==> src/hw/rtl/eedp_pkg.sv <==
// Types, phase codes and field kind codes shared by the extended event descriptor parser.
`timescale 1ns / 1ps
`default_nettype none

package eedp_pkg;

  localparam int PHASE_W = 4;
  localparam int KIND_W  = 4;

  // Parse phases
  localparam logic [PHASE_W-1:0] PH_IDLE      = 4'd0;
  localparam logic [PHASE_W-1:0] PH_LENGTH    = 4'd1;
  localparam logic [PHASE_W-1:0] PH_NUMBERS   = 4'd2;
  localparam logic [PHASE_W-1:0] PH_LANG      = 4'd3;
  localparam logic [PHASE_W-1:0] PH_ITEMS_LEN = 4'd4;
  localparam logic [PHASE_W-1:0] PH_DESC_LEN  = 4'd5;
  localparam logic [PHASE_W-1:0] PH_DESC_CHAR = 4'd6;
  localparam logic [PHASE_W-1:0] PH_ITEM_LEN  = 4'd7;
  localparam logic [PHASE_W-1:0] PH_ITEM_CHAR = 4'd8;
  localparam logic [PHASE_W-1:0] PH_TEXT_LEN  = 4'd9;
  localparam logic [PHASE_W-1:0] PH_TEXT_CHAR = 4'd10;

  // Field kinds reported with each byte
  localparam logic [KIND_W-1:0] KIND_IGNORED   = 4'd0;
  localparam logic [KIND_W-1:0] KIND_TAG       = 4'd1;
  localparam logic [KIND_W-1:0] KIND_LENGTH    = 4'd2;
  localparam logic [KIND_W-1:0] KIND_NUMBERS   = 4'd3;
  localparam logic [KIND_W-1:0] KIND_LANGUAGE  = 4'd4;
  localparam logic [KIND_W-1:0] KIND_ITEMS_LEN = 4'd5;
  localparam logic [KIND_W-1:0] KIND_DESC_LEN  = 4'd6;
  localparam logic [KIND_W-1:0] KIND_DESC_CHAR = 4'd7;
  localparam logic [KIND_W-1:0] KIND_ITEM_LEN  = 4'd8;
  localparam logic [KIND_W-1:0] KIND_ITEM_CHAR = 4'd9;
  localparam logic [KIND_W-1:0] KIND_TEXT_LEN  = 4'd10;
  localparam logic [KIND_W-1:0] KIND_TEXT_CHAR = 4'd11;

  localparam logic [7:0] LANG_BYTES = 8'd3;

  typedef struct packed {
    logic [7:0] data_byte;
    logic       start_flag;
  } in_t;

  typedef struct packed {
    logic [KIND_W-1:0] field_kind;
    logic [7:0]        field_byte;
    logic [3:0]        number_high;
    logic [3:0]        number_low;
    logic [7:0]        item_index;
    logic              last_of_descriptor;
    logic              overrun_error;
  } out_t;

  typedef struct packed {
    logic [PHASE_W-1:0] phase;
    logic [7:0]         field_remaining;
    logic [7:0]         items_remaining;
    logic [7:0]         current_item;
    logic               overrun_seen;
  } state_t;

endpackage

`default_nettype wire

==> src/hw/rtl/eedp_step.sv <==
// Per-byte parse step: next parser state and the result for one request.
`timescale 1ns / 1ps
`default_nettype none

module eedp_step (
  input  eedp_pkg::state_t state,
  input  eedp_pkg::in_t    req,
  output eedp_pkg::state_t state_next,
  output eedp_pkg::out_t   res
);
  import eedp_pkg::*;

  logic [7:0]        b;
  logic [7:0]        items_dec;
  logic [7:0]        field_dec;
  logic [KIND_W-1:0] kind;
  logic              last;
  logic              use_index;
  logic              nibbles;

  assign b         = req.data_byte;
  assign items_dec = state.items_remaining - 8'd1;
  assign field_dec = state.field_remaining - 8'd1;

  always_comb begin
    state_next = state;
    kind       = KIND_IGNORED;
    last       = 1'b0;
    use_index  = 1'b0;
    nibbles    = 1'b0;
    if (req.start_flag) begin
      kind                       = KIND_TAG;
      state_next.phase           = PH_LENGTH;
      state_next.field_remaining = '0;
      state_next.items_remaining = '0;
      state_next.current_item    = '0;
      state_next.overrun_seen    = 1'b0;
    end else begin
      unique case (state.phase)
        PH_LENGTH: begin
          kind             = KIND_LENGTH;
          state_next.phase = PH_NUMBERS;
        end
        PH_NUMBERS: begin
          kind                       = KIND_NUMBERS;
          nibbles                    = 1'b1;
          state_next.field_remaining = LANG_BYTES;
          state_next.phase           = PH_LANG;
        end
        PH_LANG: begin
          kind                       = KIND_LANGUAGE;
          state_next.field_remaining = field_dec;
          if (field_dec == 8'd0) state_next.phase = PH_ITEMS_LEN;
        end
        PH_ITEMS_LEN: begin
          kind                       = KIND_ITEMS_LEN;
          state_next.items_remaining = b;
          state_next.phase           = (b == 8'd0) ? PH_TEXT_LEN : PH_DESC_LEN;
        end
        PH_DESC_LEN: begin
          kind                       = KIND_DESC_LEN;
          use_index                  = 1'b1;
          state_next.items_remaining = items_dec;
          state_next.field_remaining = b;
          if (items_dec == 8'd0) begin
            state_next.overrun_seen = 1'b1;
            state_next.phase        = PH_TEXT_LEN;
          end else begin
            state_next.phase = (b == 8'd0) ? PH_ITEM_LEN : PH_DESC_CHAR;
          end
        end
        PH_DESC_CHAR: begin
          kind                       = KIND_DESC_CHAR;
          use_index                  = 1'b1;
          state_next.items_remaining = items_dec;
          state_next.field_remaining = field_dec;
          if (items_dec == 8'd0) begin
            state_next.overrun_seen = 1'b1;
            state_next.phase        = PH_TEXT_LEN;
          end else if (field_dec == 8'd0) begin
            state_next.phase = PH_ITEM_LEN;
          end
        end
        PH_ITEM_LEN: begin
          kind                       = KIND_ITEM_LEN;
          use_index                  = 1'b1;
          state_next.items_remaining = items_dec;
          state_next.field_remaining = b;
          // An empty item text closes the item even on the last byte of the area.
          if (b == 8'd0) begin
            state_next.current_item = state.current_item + 8'd1;
            state_next.phase        = (items_dec == 8'd0) ? PH_TEXT_LEN : PH_DESC_LEN;
          end else if (items_dec == 8'd0) begin
            state_next.overrun_seen = 1'b1;
            state_next.phase        = PH_TEXT_LEN;
          end else begin
            state_next.phase = PH_ITEM_CHAR;
          end
        end
        PH_ITEM_CHAR: begin
          kind                       = KIND_ITEM_CHAR;
          use_index                  = 1'b1;
          state_next.items_remaining = items_dec;
          state_next.field_remaining = field_dec;
          if (field_dec == 8'd0) begin
            state_next.current_item = state.current_item + 8'd1;
            state_next.phase        = (items_dec == 8'd0) ? PH_TEXT_LEN : PH_DESC_LEN;
          end else if (items_dec == 8'd0) begin
            state_next.overrun_seen = 1'b1;
            state_next.phase        = PH_TEXT_LEN;
          end
        end
        PH_TEXT_LEN: begin
          kind                       = KIND_TEXT_LEN;
          state_next.field_remaining = b;
          if (b == 8'd0) begin
            last             = 1'b1;
            state_next.phase = PH_IDLE;
          end else begin
            state_next.phase = PH_TEXT_CHAR;
          end
        end
        PH_TEXT_CHAR: begin
          kind                       = KIND_TEXT_CHAR;
          state_next.field_remaining = field_dec;
          if (field_dec == 8'd0) begin
            last             = 1'b1;
            state_next.phase = PH_IDLE;
          end
        end
        default: begin
          // Idle and unused codes: the byte is ignored and only the phase settles.
          state_next.phase = PH_IDLE;
        end
      endcase
    end
  end

  always_comb begin
    res.field_kind         = kind;
    res.field_byte         = b;
    res.number_high        = nibbles ? b[7:4] : 4'd0;
    res.number_low         = nibbles ? b[3:0] : 4'd0;
    res.item_index         = use_index ? state.current_item : 8'd0;
    res.last_of_descriptor = last;
    res.overrun_error      = (kind != KIND_IGNORED) && state_next.overrun_seen;
  end

endmodule

`default_nettype wire

==> src/hw/rtl/extended_event_descriptor_parser.sv <==
// Top level of the extended event descriptor parser: request, parser state and result registers.
//
//   channel  direction  handshake              payload
//   src      in         src_valid/src_ready    src_data (eedp_pkg::in_t)
//   dst      out        dst_valid/dst_ready    dst_data (eedp_pkg::out_t)
//
// One request is taken in every cycle while src_ready is high. An accepted request is first
// stored in the request register, and its result is then loaded from there into the result
// register, which raises dst_valid. Reset clears the parser state to idle and empties both registers.
// When the result register is full and not taken, the request register holds its request;
// src_ready falls only when both registers are full.
`timescale 1ns / 1ps
`default_nettype none

module extended_event_descriptor_parser (
  input  wire logic           clk,
  input  wire logic           rst,
  input  wire logic           src_valid,
  output logic                src_ready,
  input  eedp_pkg::in_t       src_data,
  output logic                dst_valid,
  input  wire logic           dst_ready,
  output eedp_pkg::out_t      dst_data
);
  import eedp_pkg::*;

  logic   hold_valid;
  in_t    hold;
  logic   advance;
  state_t state;
  state_t state_next;
  out_t   step_res;

  assign advance   = hold_valid && (!dst_valid || dst_ready);
  assign src_ready = !hold_valid || advance;

  eedp_step u_step (
    .state      (state),
    .req        (hold),
    .state_next (state_next),
    .res        (step_res)
  );

  always_ff @(posedge clk) begin
    if (rst) begin
      hold_valid <= 1'b0;
    end else if (src_ready) begin
      hold_valid <= src_valid;
    end
  end

  always_ff @(posedge clk) begin
    if (src_valid && src_ready) begin
      hold <= src_data;
    end
  end

  always_ff @(posedge clk) begin
    if (rst) begin
      state.phase           <= PH_IDLE;
      state.field_remaining <= '0;
      state.items_remaining <= '0;
      state.current_item    <= '0;
      state.overrun_seen    <= 1'b0;
    end else if (advance) begin
      state <= state_next;
    end
  end

  always_ff @(posedge clk) begin
    if (rst) begin
      dst_valid <= 1'b0;
    end else if (advance) begin
      dst_valid <= 1'b1;
    end else if (dst_ready) begin
      dst_valid <= 1'b0;
    end
  end

  always_ff @(posedge clk) begin
    if (advance) begin
      dst_data <= step_res;
    end
  end

`ifndef SYNTHESIS
  // Back-pressure reaches the source only when both registers are occupied.
  a_stall_only_when_full: assert property (@(posedge clk) disable iff (rst)
    !src_ready |-> (hold_valid && dst_valid && !dst_ready))
    else $error("src_ready low while a register is free");

  // The end of a descriptor returns the parser to idle.
  a_last_goes_idle: assert property (@(posedge clk) disable iff (rst)
    (advance && step_res.last_of_descriptor) |=> (state.phase == PH_IDLE))
    else $error("parser not idle after last byte of descriptor");

  // Only text length or text bytes can close a descriptor.
  a_last_kind: assert property (@(posedge clk) disable iff (rst)
    (dst_valid && dst_data.last_of_descriptor) |->
      (dst_data.field_kind == KIND_TEXT_LEN || dst_data.field_kind == KIND_TEXT_CHAR))
    else $error("last flag on a byte that is not text");

  // An ignored byte never carries an error or an item index.
  a_ignored_clean: assert property (@(posedge clk) disable iff (rst)
    (dst_valid && dst_data.field_kind == KIND_IGNORED) |->
      (!dst_data.overrun_error && dst_data.item_index == 8'd0))
    else $error("ignored byte carries error or index");

  // A tag byte restarts the descriptor with no overrun pending.
  a_tag_clears: assert property (@(posedge clk) disable iff (rst)
    (advance && hold.start_flag) |=> (!state.overrun_seen && state.current_item == 8'd0))
    else $error("tag byte did not clear the descriptor state");
`endif

endmodule

`default_nettype wire

==> config.mk <==
export PLATFORM = sky130hd
export DESIGN_NAME = extended_event_descriptor_parser
export DESIGN_NICKNAME = d
export VERILOG_FILES = /design/src/hw/rtl/eedp_pkg.sv /design/src/hw/rtl/eedp_step.sv /design/src/hw/rtl/extended_event_descriptor_parser.sv
export SDC_FILE = /design/constraint.sdc
export NUM_CORES = 1
export LEC_CHECK = 0
export BUFFER_PORTS_ARGS = -buffer_cell sky130_fd_sc_hd__buf_2
export CAP_MARGIN = 10
export CORE_ASPECT_RATIO = 1.4
export CORE_UTILIZATION = 30
export CTS_BUF_LIST = sky130_fd_sc_hd__clkbuf_16
export DETAILED_ROUTE_END_ITERATION = 12
export PLACE_DENSITY = 0.51
export SLEW_MARGIN = 30
export SYNTH_ARGS = -nofsm -noshare
export SYNTH_HDL_FRONTEND = slang
export SYNTH_HIERARCHICAL = 1
export SYNTH_SLANG_ARGS = --single-unit
==> constraint.sdc <==
create_clock -name clk -period 4 [get_ports clk]
set_clock_uncertainty 0.15 [all_clocks]
set_input_delay 1.2 -clock clk [delete_from_list [all_inputs] [get_ports clk]]
set_output_delay 1.2 -clock clk [all_outputs]
set_load 0.02 [all_outputs]
# == Word-level counts from Yosys, hierarchy flattened ==
# Index checks and enable logic that the tools add are counted.
# classes
n_reduce_logical,23
n_addsub,3
eq_ne,16
n_mux,35
# ops
operator,n
$pmux 4 s10,2
$mux 4,12
$pmux 8 s2,2
$mux 29,1
$logic_not 8->1,3
$pmux 8 s3,1
$eq 4x3->1 const B,4
$mux 8,2
$sub 8x1->8 const B,2
$mux 1,13
$eq 4x4->1 const B,3
$ne 3x2->1 const B,4
$add 8x1->8 const B,1
$eq 4x2->1 const B,2
$ne 4x2->1 const B,2
$reduce_bool 4->1,2
$reduce_or 4->1,2
$reduce_bool 3->1,2
$reduce_and 5->1,1
$eq 4x1->1 const B,1
$reduce_and 2->1,2
$reduce_and 4->1,1
$logic_and 1x1->1,3
$pmux 1 s3,1
6 further kinds,8
# totals
inputBits,13
out_inout_bits,32
elab_cells,93
regBits,70

# == Longest topological paths before layout ==
# logic_depth
depth_word,7
depth_mapped,13
depth_no_buf,11

# == By module ==
# Netlist, hierarchy kept.
# modules_own_cells
module,seq_area_each_um2,cells_per_inst,n_inst,area_per_inst_um2
extended_event_descriptor_parser,1791.7,175,1,2586.2
eedp_step,0.0,275,1,1635.3

# == Worst setup path before layout ==
# OpenSTA, ideal clock, no wires.
# synth_timing
path_type,register to register
start,reg state[17] (netlist name)
end,reg state[3] (netlist name)
stages_incl_launch_ff,14
setup_slack_ns,1.134
period_less_slack_ns,2.866
arrival_ns,2.644
setup_time_ns,0.072
required_time_ns,3.778
n_path_buf,2
cell_sequence,dfxtp_1 > buf_2 > inv_1 > ha_1 > or3b_4 > o31ai_4 > nand3_2 > nor4b_4 > a21oi_2 > buf_6 > or3_1 > a21oi_1 > nand2b_1 > mux2i_1
# synth_via
elab_chain_cells,4
# synth_lines
element,line,text
$sub 8x1->8,eedp_step.sv:23,assign field_dec = state.field_remaining - 8'd1;
$logic_not 8->1,eedp_step.sv:105,if (field_dec == 8'd0) begin
$ne 3x2->1 (no line),--,
$reduce_and 4->1 (no line),--,
# No other way between the ends.
# A chain may end at the register's enable or synchronous reset.

# == Final worst setup path ==
# layout_timing
start,reg state[17] (netlist name)
end,reg state[8] (netlist name)
# layout_via
elab_chain_cells,4
# layout_lines
element,line
$sub 8x1->8,eedp_step.sv:23
$logic_not 8->1,eedp_step.sv:105
$ne 3x2->1 (no line),--
$reduce_and 4->1 (no line),--
# No other way between the ends.

==> impl_results.rst <==
.. list-table::
   :header-rows: 1

   * - Metric
     - Value
   * - Die extent in y
     - 142.4 um
   * - Critical path launch point type
     - register
   * - Number of cells traversed by the worst hold path
     - 2
   * - Total detailed-routing wirelength
     - 9853 um
   * - Antenna Diode Count
     - 0
   * - Register bit count reported by yosys
     - 70
   * - Sum of internal, switching and leakage power
     - between 1.5 and 2 mW
   * - Leading post-synthesis cells by cell area
     - edfxtp_1 28%, dfxtp_1 15%, nand2b_1 9.0%
   * - Static leakage power
     - 1.603 nW
   * - Number of placement rows
     - 50
   * - Worst-case vdd ir drop
     - 0.0001750 V
   * - Clock edge transition at the registers on the reported setup and hold paths
     - 60 ps
   * - Cell type with the largest total area after synthesis
     - edfxtp_1
   * - CTS tree
     - built
   * - Io pins
     - 45
   * - Antenna violations before repair
     - 0
   * - Min-Delay Endpoint
     - state[0]$_SDFFE_PP0P_
   * - Filler cells
     - approximately 1400
   * - Count of antenna-violating nets left after detailed routing
     - 0
   * - Worst rel slew slack
     - 44.60%
   * - Minimum setup slack after placement
     - 781.0 ps
   * - Distinct cell type count of the synthesized netlist
     - 57
   * - Share of the synthesized area in the top cell type
     - 27.74%
   * - Cell area after technology mapping
     - 4222 um2
   * - Final cell count without fillers
     - between 600 and 700
   * - Endpoints failing hold
     - 0
   * - Buffer depth of the longest clock path
     - 2
   * - Final global-route overflow total
     - 0
   * - Setup repair after global routing missed its margin
     - false
   * - Post-synth EDFFs
     - 39
   * - Root buffer cell
     - clkbuf_16
   * - Post-synthesis cell count
     - 450
   * - Sequential area share after synthesis
     - 42.44%
   * - Number of detailed-route iterations in the first pass
     - 5
   * - IO buf count
     - 44
   * - Skew-Pair Late Insertion Delay
     - 340 ps
   * - CTS Sinks
     - 70
   * - Most frequently used cell type in the post-synthesis netlist
     - nand2b_1
   * - Final RePlAce weighted congestion
     - 0.8720
   * - Total number of vias
     - 3375
   * - Vias per Instance
     - 5.106
   * - Critical path fanouts, max
     - 14
   * - Post-layout utilization of the core
     - 35.17%
   * - Number of setup buffers added after CTS
     - 0
   * - Post-layout net count
     - 492
   * - DRC Markers
     - 0
   * - Setup tns final
     - 0 ps
   * - Status
     - finished clean
   * - Inst Count DP
     - 645
   * - Relative area change from synthesis to final layout
     - 13.10%
   * - Data arrival time of the worst path
     - 3420 ps
   * - Min-Delay Startpoint
     - state[0]$_SDFFE_PP0P_
   * - # setup viols final
     - 0
   * - Area used by multi-input combinational logic
     - between 2000 and 2500 um2
   * - Transition time at the pin with the least slew margin
     - 831.0 ps
   * - Shortest period the worst path allows
     - 3295 ps
   * - Max_cap viols
     - 0
   * - Setup slack of the most critical reg-to-reg path
     - between 700 and 800 ps
   * - Number of slew-limit violations in the final report
     - 0
   * - Period Utilization, post-route
     - around 82%
   * - Post-layout worst setup margin
     - 705.3 ps
   * - Global-route wire length before repair
     - 15880 um
   * - Post-cts repair resize count
     - 0
   * - Capture instance of the worst register-to-register path
     - state[8]$_SDFFE_PP0P_
   * - CTS H-Tree Depth
     - 3
   * - DP Area
     - 4477 um2
   * - List of most frequent post-synthesis cells
     - 61 x nand2b_1, 43 x nor2_1, 39 x edfxtp_1
   * - Final-layout worst hold slack
     - 327.4 ps
   * - Maximum clock rate
     - 303.5 MHz
   * - Final standard cell area without fillers
     - 4775 um2
   * - # hold bufs at CTS
     - 0
   * - Total power divided by cell area
     - between 300 and 400 nW/um2
   * - Maximum number of pins on one net before global-route repair
     - 61
   * - Die Footprint
     - 14560 um2
   * - GR Util All Layers
     - between 10% and 20%
   * - Yosys warning count
     - 6
   * - Routed wire length per instance
     - 14.91 um
   * - Path type of the worst setup path
     - register to register
   * - Number of buffers created by CTS
     - 9
   * - Fraction of registers with async set or reset after synthesis
     - 0%
   * - Top FF cell, synth
     - edfxtp_1
   * - Vias in the first global route
     - 3184
   * - Post-synthesis area per instance
     - 9.381 um2
   * - Detailed-placement wirelength estimate
     - 6426 um
   * - Worst Reg-to-Reg Cells
     - 11
   * - Kind of path behind the tightest hold check
     - register to register
   * - Share of final-layout standard cells stronger than drive strength 1
     - 15.24%
   * - Area of the core
     - 13580 um2
   * - Worst endpoint required time
     - between 4000 and 5000 ps
   * - Nature of the critical path endpoint
     - register
   * - Initial cell density of the core
     - 31.10%
   * - First DRT Iteration DRCs
     - 262
   * - Flip-flop and latch area
     - 1792 um2
   * - Die extent in x
     - 102.3 um
   * - Post-synth net total
     - 468
   * - Startpoint of the most critical register-to-register path
     - state[17]$_SDFFE_PP0P_
## layer usage
| layer | routed length, um | GRT usage, % | part of all wire [%] | vias up |
|---|---|---|---|---|
| met5 | 0 | 0 | 0 | - |
| met1 | 4429 | 17.14 | 45 | 1602 |
| met2 | 4733 | 23.74 | 48 | 110 |
| met4 | 230 | 6.466 | 2.3 | 0 |
| li1 | - | - | - | 1648 |
| met3 | 459 | 3.536 | 4.7 | 15 |
## worst max path at each step
stage	cells past startpoint	start	to	slack [ps]
after global routing	11	state[17]$_SDFFE_PP0P_	state[8]$_SDFFE_PP0P_	510
after floorplan	13	state[17]$_SDFFE_PP0P_	state[3]$_SDFFE_PP0P_	1130
after detailed placement	11	state[17]$_SDFFE_PP0P_	state[8]$_SDFFE_PP0P_	780
after global placement	11	state[17]$_SDFFE_PP0P_	state[6]$_SDFFE_PP0P_	910
final	11	state[17]$_SDFFE_PP0P_	state[8]$_SDFFE_PP0P_	710
after CTS	11	state[17]$_SDFFE_PP0P_	state[8]$_SDFFE_PP0P_	750
## registers in the layout (all words and copies together), names as in the netlist
register and count:
dst_data 30, hold_valid 1, state 29, dst_valid 1, hold 9
## critical path: stages (launching register included)
cell and delay [ps]:
dfxtp_1 550, inv_1 140, ha_1 290, or2_1 230
nor3_1 160, mux2i_1 180, nor4b_4 450, a21oi_2 250
or4_1 460, a21oi_1 170, nand2b_1 70, mux2i_1 110
## final cells by class
cell class                 count  share of cell area [%]
timing repair buffer          48                   5.503
tap                          182                   4.769
sequential                    70                   37.53
clock inverter                 7                   1.520
multi-input combinational    334                   45.10
inverter                      11                  0.8648
clock buffer                   9                   4.717
## where the power goes
group          switching (mW)  leakage, nW  internal, mW
sequential             0.0202        0.617         0.781
combinational          0.0581        0.836        0.0378
clock                   0.329        0.150         0.485
## layout by cell type (no fill, tap or decap), types with 5 or more instances in the layout
| master | instances |
|---|---|
| nand2b_1 | 61 |
| buf_2 | 44 |
| nor2_1 | 43 |
| edfxtp_1 | 39 |
| a21oi_1 | 36 |
| mux2i_1 | 31 |
| dfxtp_1 | 31 |
| nand2_1 | 20 |
| and2_1 | 17 |
| nor3_1 | 15 |
| o21ai_0 | 12 |
| inv_1 | 11 |
| clkbuf_16 | 9 |
| nor2b_1 | 6 |
| or3_1 | 6 |
| xnor2_1 | 6 |
| nand3_1 | 6 |
| nor4_1 | 5 |
| a222oi_1 | 5 |
| ha_1 | 5 |
## cells by family (layout without fill, tap and decap cells)
logic type / Yosys count / in the layout / share of synthesized area (%)
compound gates: 90 / 90 / 13.75
xor+xnor: 10 / 10 / 2.075
fa+ha+maj: 5 / 5 / 1.482
buf+inv: 46 / 75 / 6.668
flops: 70 / 70 / 42.44
mux: 32 / 32 / 7.617
simple gates: 197 / 197 / 25.96
(Power assumes the default switching activity.)
